==> config.mk <==
export PLATFORM = sky130hd
export DESIGN_NAME = allele_count_top_two_caller_core
export DESIGN_NICKNAME = d
export VERILOG_FILES = /design/src/rtl/core/actc_pkg.sv /design/src/rtl/core/actc_in_stage.sv /design/src/rtl/core/actc_tally.sv /design/src/rtl/core/actc_out_stage.sv /design/src/rtl/core/allele_count_top_two_caller_core.sv
export SDC_FILE = /design/constraint.sdc
export NUM_CORES = 1
export LEC_CHECK = 0
export ABC_CLOCK_PERIOD_IN_PS = 6100
export BUFFER_PORTS_ARGS = -buffer_cell sky130_fd_sc_hd__buf_2
export CORE_MARGIN = 2
export CORE_UTILIZATION = 55
export CTS_CLUSTER_SIZE = 14
export DETAILED_ROUTE_END_ITERATION = 6
export PLACE_DENSITY = 0.75
export SYNTH_ARGS = -nofsm -noshare
export SYNTH_HDL_FRONTEND = slang
export SYNTH_SLANG_ARGS = --single-unit
==> constraint.sdc <==
create_clock -name aclk -period 6.1 [get_ports aclk]
set_input_delay 0.305 -clock aclk [delete_from_list [all_inputs] [get_ports aclk]]
set_output_delay 0.305 -clock aclk [all_outputs]
set_load 0.01 [all_outputs]
==> src/rtl/core/actc_pkg.sv <==
// ----------------------------------------------------------------------------
// actc_pkg
// types and constants shared by the allele count caller modules
// ----------------------------------------------------------------------------
package actc_pkg;

    localparam int COUNT_BITS = 24;
    localparam int WIDE_BITS  = COUNT_BITS + 4;

    typedef logic [COUNT_BITS-1:0] count_t;
    typedef logic [WIDE_BITS-1:0]  wide_t;
    typedef logic [2:0]            code_t;
    typedef logic [7:0]            char_t;

    localparam count_t COUNT_MAX = {COUNT_BITS{1'b1}};

    localparam char_t CHAR_COLON = 8'h3A;
    localparam char_t CHAR_ZERO  = 8'h30;
    localparam char_t CHAR_NINE  = 8'h39;

    localparam code_t CODE_A = 3'd0;
    localparam code_t CODE_N = 3'd4;
    localparam code_t CODE_D = 3'd5;

    // slots below this take a count on a colon
    localparam logic [2:0] LAST_COLON_SLOT = 3'd5;

    typedef struct packed {
        char_t text_char;
        logic  field_end;
    } item_t;

    typedef struct packed {
        code_t major_code;
        code_t minor_code;
        logic  no_data;
        logic  single_allele;
    } result_t;

endpackage

==> src/rtl/core/actc_in_stage.sv <==
// ----------------------------------------------------------------------------
// actc_in_stage
// input register: holds one character beat until the tally can take it
// ----------------------------------------------------------------------------
module actc_in_stage (
    input  logic           aclk,
    input  logic           aresetn,
    input  logic           s_valid,
    output logic           s_ready,
    input  actc_pkg::item_t s_item,
    input  logic           out_busy,
    output logic           advance,
    output actc_pkg::item_t item
);
    import actc_pkg::*;

    logic  valid_reg;
    logic  valid_next;
    item_t item_reg;

    // a beat that ends a field needs room in the result register
    assign advance = valid_reg && (!item_reg.field_end || !out_busy);
    assign s_ready = !valid_reg || advance;
    assign item    = item_reg;

    always_comb begin
        valid_next = valid_reg;
        if (s_ready) begin
            valid_next = s_valid;
        end
    end

    always_ff @(posedge aclk) begin
        if (!aresetn) begin
            valid_reg <= 1'b0;
        end else begin
            valid_reg <= valid_next;
        end
    end

    always_ff @(posedge aclk) begin
        if (s_ready && s_valid) begin
            item_reg <= s_item;
        end
    end

endmodule

==> src/rtl/core/actc_tally.sv <==
// ----------------------------------------------------------------------------
// actc_tally
// decimal count accumulator and running top-two ranking of allele counts
// ----------------------------------------------------------------------------
module actc_tally (
    input  logic              aclk,
    input  logic              aresetn,
    input  logic              advance,
    input  actc_pkg::item_t   item,
    output actc_pkg::result_t result
);
    import actc_pkg::*;

    logic [2:0] slot_reg,   slot_next;
    count_t     acc_reg,    acc_next;
    count_t     best_reg,   best_next;
    count_t     runner_reg, runner_next;
    code_t      bcode_reg,  bcode_next;
    code_t      rcode_reg,  rcode_next;
    logic [1:0] seen_reg,   seen_next;

    logic    is_digit;
    logic    is_colon;
    wide_t   acc_wide;
    count_t  acc_upd;
    logic    offer_on;
    code_t   offer_code;
    count_t  offer_val;
    result_t res;

    always_comb begin
        is_digit = item.text_char inside {[CHAR_ZERO:CHAR_NINE]};
        is_colon = (item.text_char == CHAR_COLON);

        // acc * 10 + digit, saturating
        acc_wide = (wide_t'(acc_reg) << 3) + (wide_t'(acc_reg) << 1)
                 + wide_t'(item.text_char[3:0]);
        if (is_digit) begin
            acc_upd = (acc_wide[WIDE_BITS-1:COUNT_BITS] != '0) ? COUNT_MAX
                                                                : acc_wide[COUNT_BITS-1:0];
        end else if (is_colon) begin
            acc_upd = '0;
        end else begin
            acc_upd = acc_reg;
        end

        slot_next = slot_reg;
        if (is_colon && slot_reg < LAST_COLON_SLOT) begin
            slot_next = slot_reg + 3'd1;
        end

        // at most one nonzero count completes per beat: a colon closes its
        // slot, and the trailing count after a final colon is empty
        offer_on   = 1'b0;
        offer_code = CODE_D;
        offer_val  = '0;
        if (is_colon && slot_reg < LAST_COLON_SLOT) begin
            offer_on   = 1'b1;
            offer_code = slot_reg;
            offer_val  = acc_reg;
        end else if (item.field_end) begin
            offer_on   = 1'b1;
            offer_code = CODE_D;
            offer_val  = acc_upd;
        end

        best_next   = best_reg;
        runner_next = runner_reg;
        bcode_next  = bcode_reg;
        rcode_next  = rcode_reg;
        seen_next   = seen_reg;
        if (offer_on && offer_val != '0) begin
            if (seen_reg == 2'd0) begin
                best_next  = offer_val;
                bcode_next = offer_code;
            end else if (offer_val > best_reg) begin
                // displaced major drops to minor
                runner_next = best_reg;
                rcode_next  = bcode_reg;
                best_next   = offer_val;
                bcode_next  = offer_code;
            end else if (seen_reg == 2'd1 || offer_val > runner_reg) begin
                runner_next = offer_val;
                rcode_next  = offer_code;
            end
            if (seen_reg != 2'd2) begin
                seen_next = seen_reg + 2'd1;
            end
        end

        case (seen_next)
            2'd0: begin
                res.major_code    = CODE_N;
                res.minor_code    = CODE_N;
                res.no_data       = 1'b1;
                res.single_allele = 1'b0;
            end
            2'd1: begin
                res.major_code    = bcode_next;
                res.minor_code    = bcode_next;
                res.no_data       = 1'b0;
                res.single_allele = 1'b1;
            end
            default: begin
                res.major_code    = bcode_next;
                res.minor_code    = rcode_next;
                res.no_data       = 1'b0;
                res.single_allele = 1'b0;
            end
        endcase

        acc_next = acc_upd;
        // field done: start clean for the next one
        if (item.field_end) begin
            slot_next   = '0;
            acc_next    = '0;
            best_next   = '0;
            runner_next = '0;
            bcode_next  = CODE_A;
            rcode_next  = CODE_A;
            seen_next   = '0;
        end
    end

    assign result = res;

    always_ff @(posedge aclk) begin
        if (!aresetn) begin
            slot_reg   <= '0;
            acc_reg    <= '0;
            best_reg   <= '0;
            runner_reg <= '0;
            bcode_reg  <= CODE_A;
            rcode_reg  <= CODE_A;
            seen_reg   <= '0;
        end else if (advance) begin
            slot_reg   <= slot_next;
            acc_reg    <= acc_next;
            best_reg   <= best_next;
            runner_reg <= runner_next;
            bcode_reg  <= bcode_next;
            rcode_reg  <= rcode_next;
            seen_reg   <= seen_next;
        end
    end

endmodule

==> src/rtl/core/actc_out_stage.sv <==
// ----------------------------------------------------------------------------
// actc_out_stage
// result register: holds one call until the downstream side takes the beat
// ----------------------------------------------------------------------------
module actc_out_stage (
    input  logic              aclk,
    input  logic              aresetn,
    input  logic              load,
    input  actc_pkg::result_t result,
    output logic              out_busy,
    output logic              m_valid,
    input  logic              m_ready,
    output actc_pkg::result_t m_result
);
    import actc_pkg::*;

    logic    valid_reg;
    logic    valid_next;
    result_t result_reg;

    assign out_busy = valid_reg && !m_ready;
    assign m_valid  = valid_reg;
    assign m_result = result_reg;

    always_comb begin
        valid_next = valid_reg;
        if (load) begin
            valid_next = 1'b1;
        end else if (m_ready) begin
            valid_next = 1'b0;
        end
    end

    always_ff @(posedge aclk) begin
        if (!aresetn) begin
            valid_reg <= 1'b0;
        end else begin
            valid_reg <= valid_next;
        end
    end

    always_ff @(posedge aclk) begin
        if (load) begin
            result_reg <= result;
        end
    end

endmodule

==> src/rtl/core/allele_count_top_two_caller_core.sv <==
// ----------------------------------------------------------------------------
// allele_count_top_two_caller_core
// major/minor allele caller over one A:T:C:G:N:D count field
// ----------------------------------------------------------------------------
// Takes one character per beat and sustains one beat per clock. An accepted
// beat lands in the input register, and the tally then folds it into the
// count accumulator and top-two ranking as it leaves that register; the beat
// that ends a field writes its call into the result register as it leaves,
// and m_valid is driven from that result register. The input side stalls
// only when a field end meets a result that has not yet been taken.
module allele_count_top_two_caller_core (
    input  logic                 aclk,
    input  logic                 aresetn,
    input  logic                 s_valid,
    output logic                 s_ready,
    input  actc_pkg::char_t      s_text_char,
    input  logic                 s_field_end,
    output logic                 m_valid,
    input  logic                 m_ready,
    output actc_pkg::code_t      m_major_code,
    output actc_pkg::code_t      m_minor_code,
    output logic                 m_no_data,
    output logic                 m_single_allele
);
    import actc_pkg::*;

    item_t   s_item;
    item_t   item;
    logic    advance;
    logic    out_busy;
    result_t result;
    result_t m_result;

    assign s_item.text_char = s_text_char;
    assign s_item.field_end = s_field_end;

    actc_in_stage u_in (
        .aclk     (aclk),
        .aresetn  (aresetn),
        .s_valid  (s_valid),
        .s_ready  (s_ready),
        .s_item   (s_item),
        .out_busy (out_busy),
        .advance  (advance),
        .item     (item)
    );

    actc_tally u_tally (
        .aclk    (aclk),
        .aresetn (aresetn),
        .advance (advance),
        .item    (item),
        .result  (result)
    );

    actc_out_stage u_out (
        .aclk     (aclk),
        .aresetn  (aresetn),
        .load     (advance && item.field_end),
        .result   (result),
        .out_busy (out_busy),
        .m_valid  (m_valid),
        .m_ready  (m_ready),
        .m_result (m_result)
    );

    assign m_major_code    = m_result.major_code;
    assign m_minor_code    = m_result.minor_code;
    assign m_no_data       = m_result.no_data;
    assign m_single_allele = m_result.single_allele;

endmodule

### After elaboration in Yosys (flattened, before gate mapping)

Index checks and enable logic that the tools add are counted.

| cells by class | value |
|---|---|
| add/sub/neg operators | 4 |
| magnitude comparators | 5 |
| equal/unequal tests | 5 |
| mux-type cells | 35 |
| reduce and logical (&&, ||, !) cells | 26 |

Operator list:

| operator | count |
|---|---|
| two-way mux 24 bit | 15 |
| greater-than comparator 24 bit | 2 |
| two-way mux 3 bit | 12 |
| adder 27 x 25 -> 28 bit | 1 |
| adder 28 x 4 -> 28 bit | 1 |
| nonzero test 24 bit | 1 |
| one-hot mux 8 bit (2 select lines) | 1 |
| == test 8 x 6 -> 1 bit (second input constant) | 1 |
| >= comparator 8 x 6 -> 1 bit (second input constant) | 1 |
| less-or-equal comparator 8 x 6 -> 1 bit (second input constant) | 1 |
| logical AND 1 bit | 7 |
| two-way mux 2 bit | 3 |
| nonzero test 2 bit | 3 |
| nonzero test 3 bit | 2 |
| == test 2 x 1 -> 1 bit (second input constant) | 2 |
| logical NOT 1 bit | 4 |
| logical NOT 2 bit | 2 |
| two-way mux 1 bit | 4 |
| inequality test 2 bit (second input constant) | 2 |
| AND reduction 4 bit | 1 |
| nonzero test 4 bit | 1 |
| adder 3 x 1 -> 3 bit (second input constant) | 1 |
| logical OR 1 bit | 3 |
| < comparator 3 bit (second input constant) | 1 |
| other kinds (3) | 3 |

| storage, ports and cells | value |
|---|---|
| register bits | 102 |
| input port bits | 13 |
| output and inout bits | 10 |
| logic and storage cells | 90 |

### Longest topological paths before layout

| logic depth | value |
|---|---|
| depth in word-level cells | 14 |
| gate-level depth with buffers | 31 |
| gate-level depth less buffers | 27 |

### Hierarchy

Synthesis repeated with hierarchy kept, for this count alone.

| unflattened totals | value |
|---|---|
| cells, all modules | 1050 |
| area, all modules | 8742.1 um^2 |

Modules (own cells, without submodules):

| module | times used | cells each | area each (um^2) | seq. area each (um^2) |
|---|---|---|---|---|
| actc_tally | 1 | 1023 | 8129.0 | 1661.6 |
| actc_in_stage | 1 | 15 | 325.3 | 290.3 |
| actc_out_stage | 1 | 11 | 281.5 | 260.2 |
| allele_count_top_two_caller_core | 1 | 1 | 6.3 | 0.0 |

### Worst setup path before layout

No wires, ideal clock.

| timing | value |
|---|---|
| kind | register -> register |
| from | register u_tally.acc_reg[0] |
| to | register u_tally.runner_reg[21] |
| setup time | 0.071 ns |
| data arrival time | 5.980 ns |
| required time | 6.029 ns |
| setup slack | 0.049 ns |
| cell stages (with the launch flop) | 29 |
| path buffers | 3 |
| clock period less this slack | 6.051 ns |
| cells stage by stage | dfxtp_1 > inv_1 > fa_1 > fa_1 > nand2b_1 > a21oi_1 > o21ai_1 > a21oi_1 > o21ai_0 > a21oi_2 > buf_6 > nand2_1 > buf_2 > nor2_1 > o21ai_0 > nand2_1 > o21ai_0 > ha_1 > nand4_1 > nor4_1 > nand2_1 > or3_1 > or3b_2 > a31oi_1 > o2bb2ai_1 > and2_1 > o21ai_2 > buf_2 > o2bb2ai_1 |

| on the way | value |
|---|---|
| longest elaborated chain between the ends | 12 |
| elaborated cells on any way between the ends | 21 |
| classes of those cells | 2 x add/sub; 2 x order compare; 10 x mux; 7 x reduce/logical |

Ends and longest elaborated chain:

| item | line | RTL |
|---|---|---|
| start: declaration | actc_tally.sv:15 | `count_t acc_reg, acc_next;` |
| start signal: assignment | actc_tally.sv:138 | `acc_reg <= acc_next;` |
| adder 27 x 25 -> 28 bit | actc_tally.sv:36 | `acc_wide = (wide_t'(acc_reg) << 3) + (wide_t'(acc_reg) << 1)` |
| adder 28 x 4 -> 28 bit | actc_tally.sv:37 | `+ wide_t'(item.text_char[3:0]);` |
| nonzero test 4 bit | actc_tally.sv:39 | `acc_upd = (acc_wide[WIDE_BITS-1:COUNT_BITS] != '0) ? COUNT_MAX` |
| two-way mux 24 bit | actc_tally.sv:39 |  |
| two-way mux 24 bit | actc_tally.sv:38 | `if (is_digit) begin` |
| two-way mux 24 bit | actc_tally.sv:61 | `end else if (item.field_end) begin` |
| two-way mux 24 bit * | actc_tally.sv:57 | `if (is_colon && slot_reg < LAST_COLON_SLOT) begin` |
| greater-than comparator 24 bit or two-way mux 24 bit (tied branches) | actc_tally.sv:76, actc_tally.sv:82 |  |
| two-way mux 24 bit | actc_tally.sv:76 | `end else if (offer_val > best_reg) begin` |
| two-way mux 24 bit | actc_tally.sv:73 | `if (seen_reg == 2'd0) begin` |
| two-way mux 24 bit | actc_tally.sv:72 | `if (offer_on && offer_val != '0) begin` |
| two-way mux 24 bit | actc_tally.sv:114 | `if (item.field_end) begin` |
| end signal: assignment | actc_tally.sv:140 | `runner_reg <= runner_next;` |
| end: declaration | actc_tally.sv:17 | `count_t runner_reg, runner_next;` |

Every way passes the cells marked *; elsewhere a longest branch is shown, timed or not. The select of a mux whose other input is x is not followed.
A chain may end at the register's enable or synchronous reset.

### Worst setup path after layout

| timing | value |
|---|---|
| from | register u_in.item_reg, in the netlist u_in.item[4] |
| to | register u_tally.runner_reg[23] |

| on the way | value |
|---|---|
| longest elaborated chain between the ends | 11 |
| elaborated cells on any way between the ends | 26 |
| classes of those cells | 1 x add/sub; 4 x order compare; 1 x eq/ne; 11 x mux; 9 x reduce/logical |

Ends and longest elaborated chain:

| item | line | RTL |
|---|---|---|
| start: declaration | actc_in_stage.sv:19 | `item_t item_reg;` |
| start signal: assignment | actc_in_stage.sv:43 | `item_reg <= s_item;` |
| adder 28 x 4 -> 28 bit | actc_tally.sv:37 |  |
| nonzero test 4 bit | actc_tally.sv:39 |  |
| two-way mux 24 bit | actc_tally.sv:39 |  |
| two-way mux 24 bit | actc_tally.sv:38 |  |
| two-way mux 24 bit | actc_tally.sv:61 |  |
| two-way mux 24 bit | actc_tally.sv:57 |  |
| greater-than comparator 24 bit or two-way mux 24 bit (tied branches) | actc_tally.sv:76, actc_tally.sv:82 |  |
| two-way mux 24 bit | actc_tally.sv:76 |  |
| two-way mux 24 bit | actc_tally.sv:73 |  |
| two-way mux 24 bit | actc_tally.sv:72 |  |
| two-way mux 24 bit | actc_tally.sv:114 |  |

Parallel ways exist; a longest one is shown, timed or not. The select of a mux whose other input is x is not followed.

==> impl_metrics.json <==
{
  "ios": 23,
  "synthDistinctLibCells": 77,
  "drive_above_1_share_pct": 19.53,
  "core_area_um2": 14420,
  "grtUsageTotal_pct": 29.29,
  "maxCapViolCount": 0,
  "clock-root-buffer": "clkbuf_16",
  "wire_per_inst_um": 19.62,
  "synth.area.top_cells": "dfxtp_1 21%, ha_1 15%, edfxtp_1 6.3%",
  "fin_setup_tns_ns": 0,
  "drt_first_pass_iters": 6,
  "p_per_area_nw_per_um2": 166.3,
  "async_reset_ff_share_pct": 0,
  "dpl.hpwl_um": 18000,
  "utilization_pct": 67.09,
  "clock.fmax_mhz": 166.2,
  "p_leak_uw": 0.004114,
  "nets": 1172,
  "synth_cells": 963,
  "nFillCells": 1195,
  "end_kind": "register",
  "hold_slack_ns": 0.1189,
  "skew_ns": 0.01128,
  "stdcell_area_um2": 9677,
  "ant_nets": 0,
  "vias_per_cell": 6.379,
  "grt.overflow.total": 0,
  "grt_max_degree": 37,
  "finalPower_uw": 1609,
  "cp_max_fo": 8,
  "row_count": 44,
  "crit_path_start_kind": "register",
  "worst_pin_slew_ns": 1.062,
  "clk_pin_slew_worst_paths_ns": 0.07,
  "fp.dieArea_um2": 15680,
  "synth_edf_count": 17,
  "ys_seq_area_share_pct": 27.37,
  "port_buffers": 22,
  "worstHoldStart": "s_text_char[6]",
  "num_vias": 7967,
  "hold_viol_final": 0,
  "dpl_cell_area_um2": 8969,
  "status": "completed",
  "wl_um": 24500,
  "path_class": "register to register",
  "numClockSinks": 102,
  "clkLatencyLatePin_ns": 0.36,
  "die_height_um": 125.2,
  "syn-num-nets": 1075,
  "die_width_um": 125.2,
  "period_share_pct": 98.63,
  "r2r_start": "u_in.item[4]",
  "ys_ff_latch": 102,
  "synth_warnings": 0,
  "cp_slowest_stage_delay_ns": 0.59,
  "grt_pass1_wl_um": 37310,
  "cts_buffer_depth": 2,
  "slew_violations": 0,
  "drc": 0,
  "fin_crit_ns": 6.017,
  "arrival_ns": 6.30,
  "initial_core_util_pct": 56.03,
  "grt_pass1_vias": 7181,
  "critical-path-top-cell-by-count": "inv_2",
  "antenna_cells": 0,
  "worst_path_max_delay_cell": "fa_2",
  "synth.top_cell.area_share_pct": 21.06,
  "worstPathRequired_ns": 6.39,
  "drt_iter0_markers": 871,
  "antenna_found_initial": 0,
  "synth_area_um2": 8082,
  "ir_drop_v": 0.0001555,
  "setup_viol": 0,
  "cts_made_buffers": 9,
  "avgSynthCellArea_um2": 8.392,
  "hold_path.class": "input pin to register",
  "maxSlewHeadroom_pct": 29.01,
  "ys.flop_type": "dfxtp_1",
  "area_growth_syn_to_layout_pct": 19.74,
  "synth_area_leader_cell": "dfxtp_1",
  "cts_tree": "yes",
  "cp-startpoint": "u_in.item[4]",
  "globalplace.congestion": 0.9869,
  "htree_levels": 3
}
[cells in the mapped netlist (9+ instances only)]
| cell type | n |
|---|---|
| xnor2_1 | 9 |
| a21boi_0 | 16 |
| mux2i_1 | 29 |
| o211ai_1 | 17 |
| a21o_1 | 20 |
| ha_1 | 97 |
| nand2_1 | 79 |
| nor2_1 | 47 |
| buf_2 | 16 |
| edfxtp_1 | 17 |
| nor2b_1 | 18 |
| clkbuf_1 | 22 |
| inv_1 | 71 |
| nand4_1 | 16 |
| xor2_1 | 14 |
| a22o_1 | 31 |
| o21ai_0 | 66 |
| and2_1 | 15 |
| a31oi_1 | 11 |
| nand3_1 | 26 |
| dfxtp_1 | 85 |
| a21oi_1 | 84 |
| o2bb2ai_1 | 29 |
[where the power goes]
part / internal, uW / leakage, uW / switching, uW
registers: 693 / 0.000845 / 6.72
logic: 124 / 0.00311 / 153
clock network: 358 / 0.000161 / 274
total: 1180 / 0.00411 / 433
[cells in the final DEF (no fill, tap or decap), drive strengths merged, types with 13 or more instances in the layout]
master	instances
a21boi	19
a21o	20
a21oi	88
a22o	31
and2	16
buf	135
clkbuf	13
dfxtp	85
edfxtp	17
ha	97
inv	73
mux2i	29
nand2	79
nand3	26
nand4	17
nor2	47
nor2b	18
o211ai	18
o21ai	72
o2bb2ai	29
xor2	14
[through the flow]
stage          std cells  setup WS [ns]
2_1_floorplan        963        0.04861
3_3_place_gp        1221        -0.2040
3_5_place_dp        1221        -0.2339
4_1_cts             1237       0.007132
5_1_grt             1249        -0.1216
6_report            1249        0.08343
[worst max-delay path: cells and delay by family, from the launching register on]
kind | cells | cell delay [ns]
simple gates | 7 | 1.56
xor+xnor | 1 | 0.10
fa+ha+maj | 3 | 1.17
compound gates | 10 | 2.06
buf+inv | 5 | 0.67
flops | 1 | 0.37
[cell type report]
| type | count | area, um2 | area share [%] |
|---|---|---|---|
| clock inverters | 5 | 62.56 | 0.6465 |
| flip-flops and latches | 102 | 2213 | 22.87 |
| multi-input cells | 739 | 5575 | 57.62 |
| well taps | 184 | 230.2 | 2.379 |
| clock buffers | 11 | 264.0 | 2.728 |
| inverters | 71 | 266.5 | 2.754 |
| repair buffers | 137 | 1065 | 11.00 |
[path summary, 6_finish.rpt]
| check | cells past startpoint | endpoint | slack, ns |
|---|---|---|---|
| setup / recovery | 26 | u_tally.runner_reg[23] | 0.08 |
| hold / removal | 1 | u_in.item[7] | 0.12 |
| setup reg to reg | 26 | u_tally.runner_reg[23] | 0.08 |
| hold reg to reg | 1 | u_tally.runner_reg[14] | 0.46 |
[layer usage]
metal / wire [um] / track usage [%] / part of all wire (%) / up-vias
li1: - / - / - / 3756
met1: 10960 / 42.76 / 45 / 3762
met2: 10980 / 44.12 / 45 / 379
met3: 1843 / 5.049 / 7.5 / 70
met4: 718 / 9.346 / 2.9 / 0
met5: 0 / 0 / 0 / -
[what timing repair did]
item	in CTS	in global routing
resized for setup	8	60
pin swaps	0	24
hold buffers	0	0
setup buffers	0	9
endpoints found under the setup margin	60	60
cloned	0	3
[cell families after synthesis]
kind of cell | Yosys count | share of synthesized area (%)
buf+inv | 122 | 6.564
flops | 102 | 27.37
fa+ha+maj | 99 | 15.51
simple gates | 246 | 15.39
mux | 29 | 3.592
xor+xnor | 23 | 2.493
compound gates | 342 | 29.08
Power figures use the tool's default switching activity.
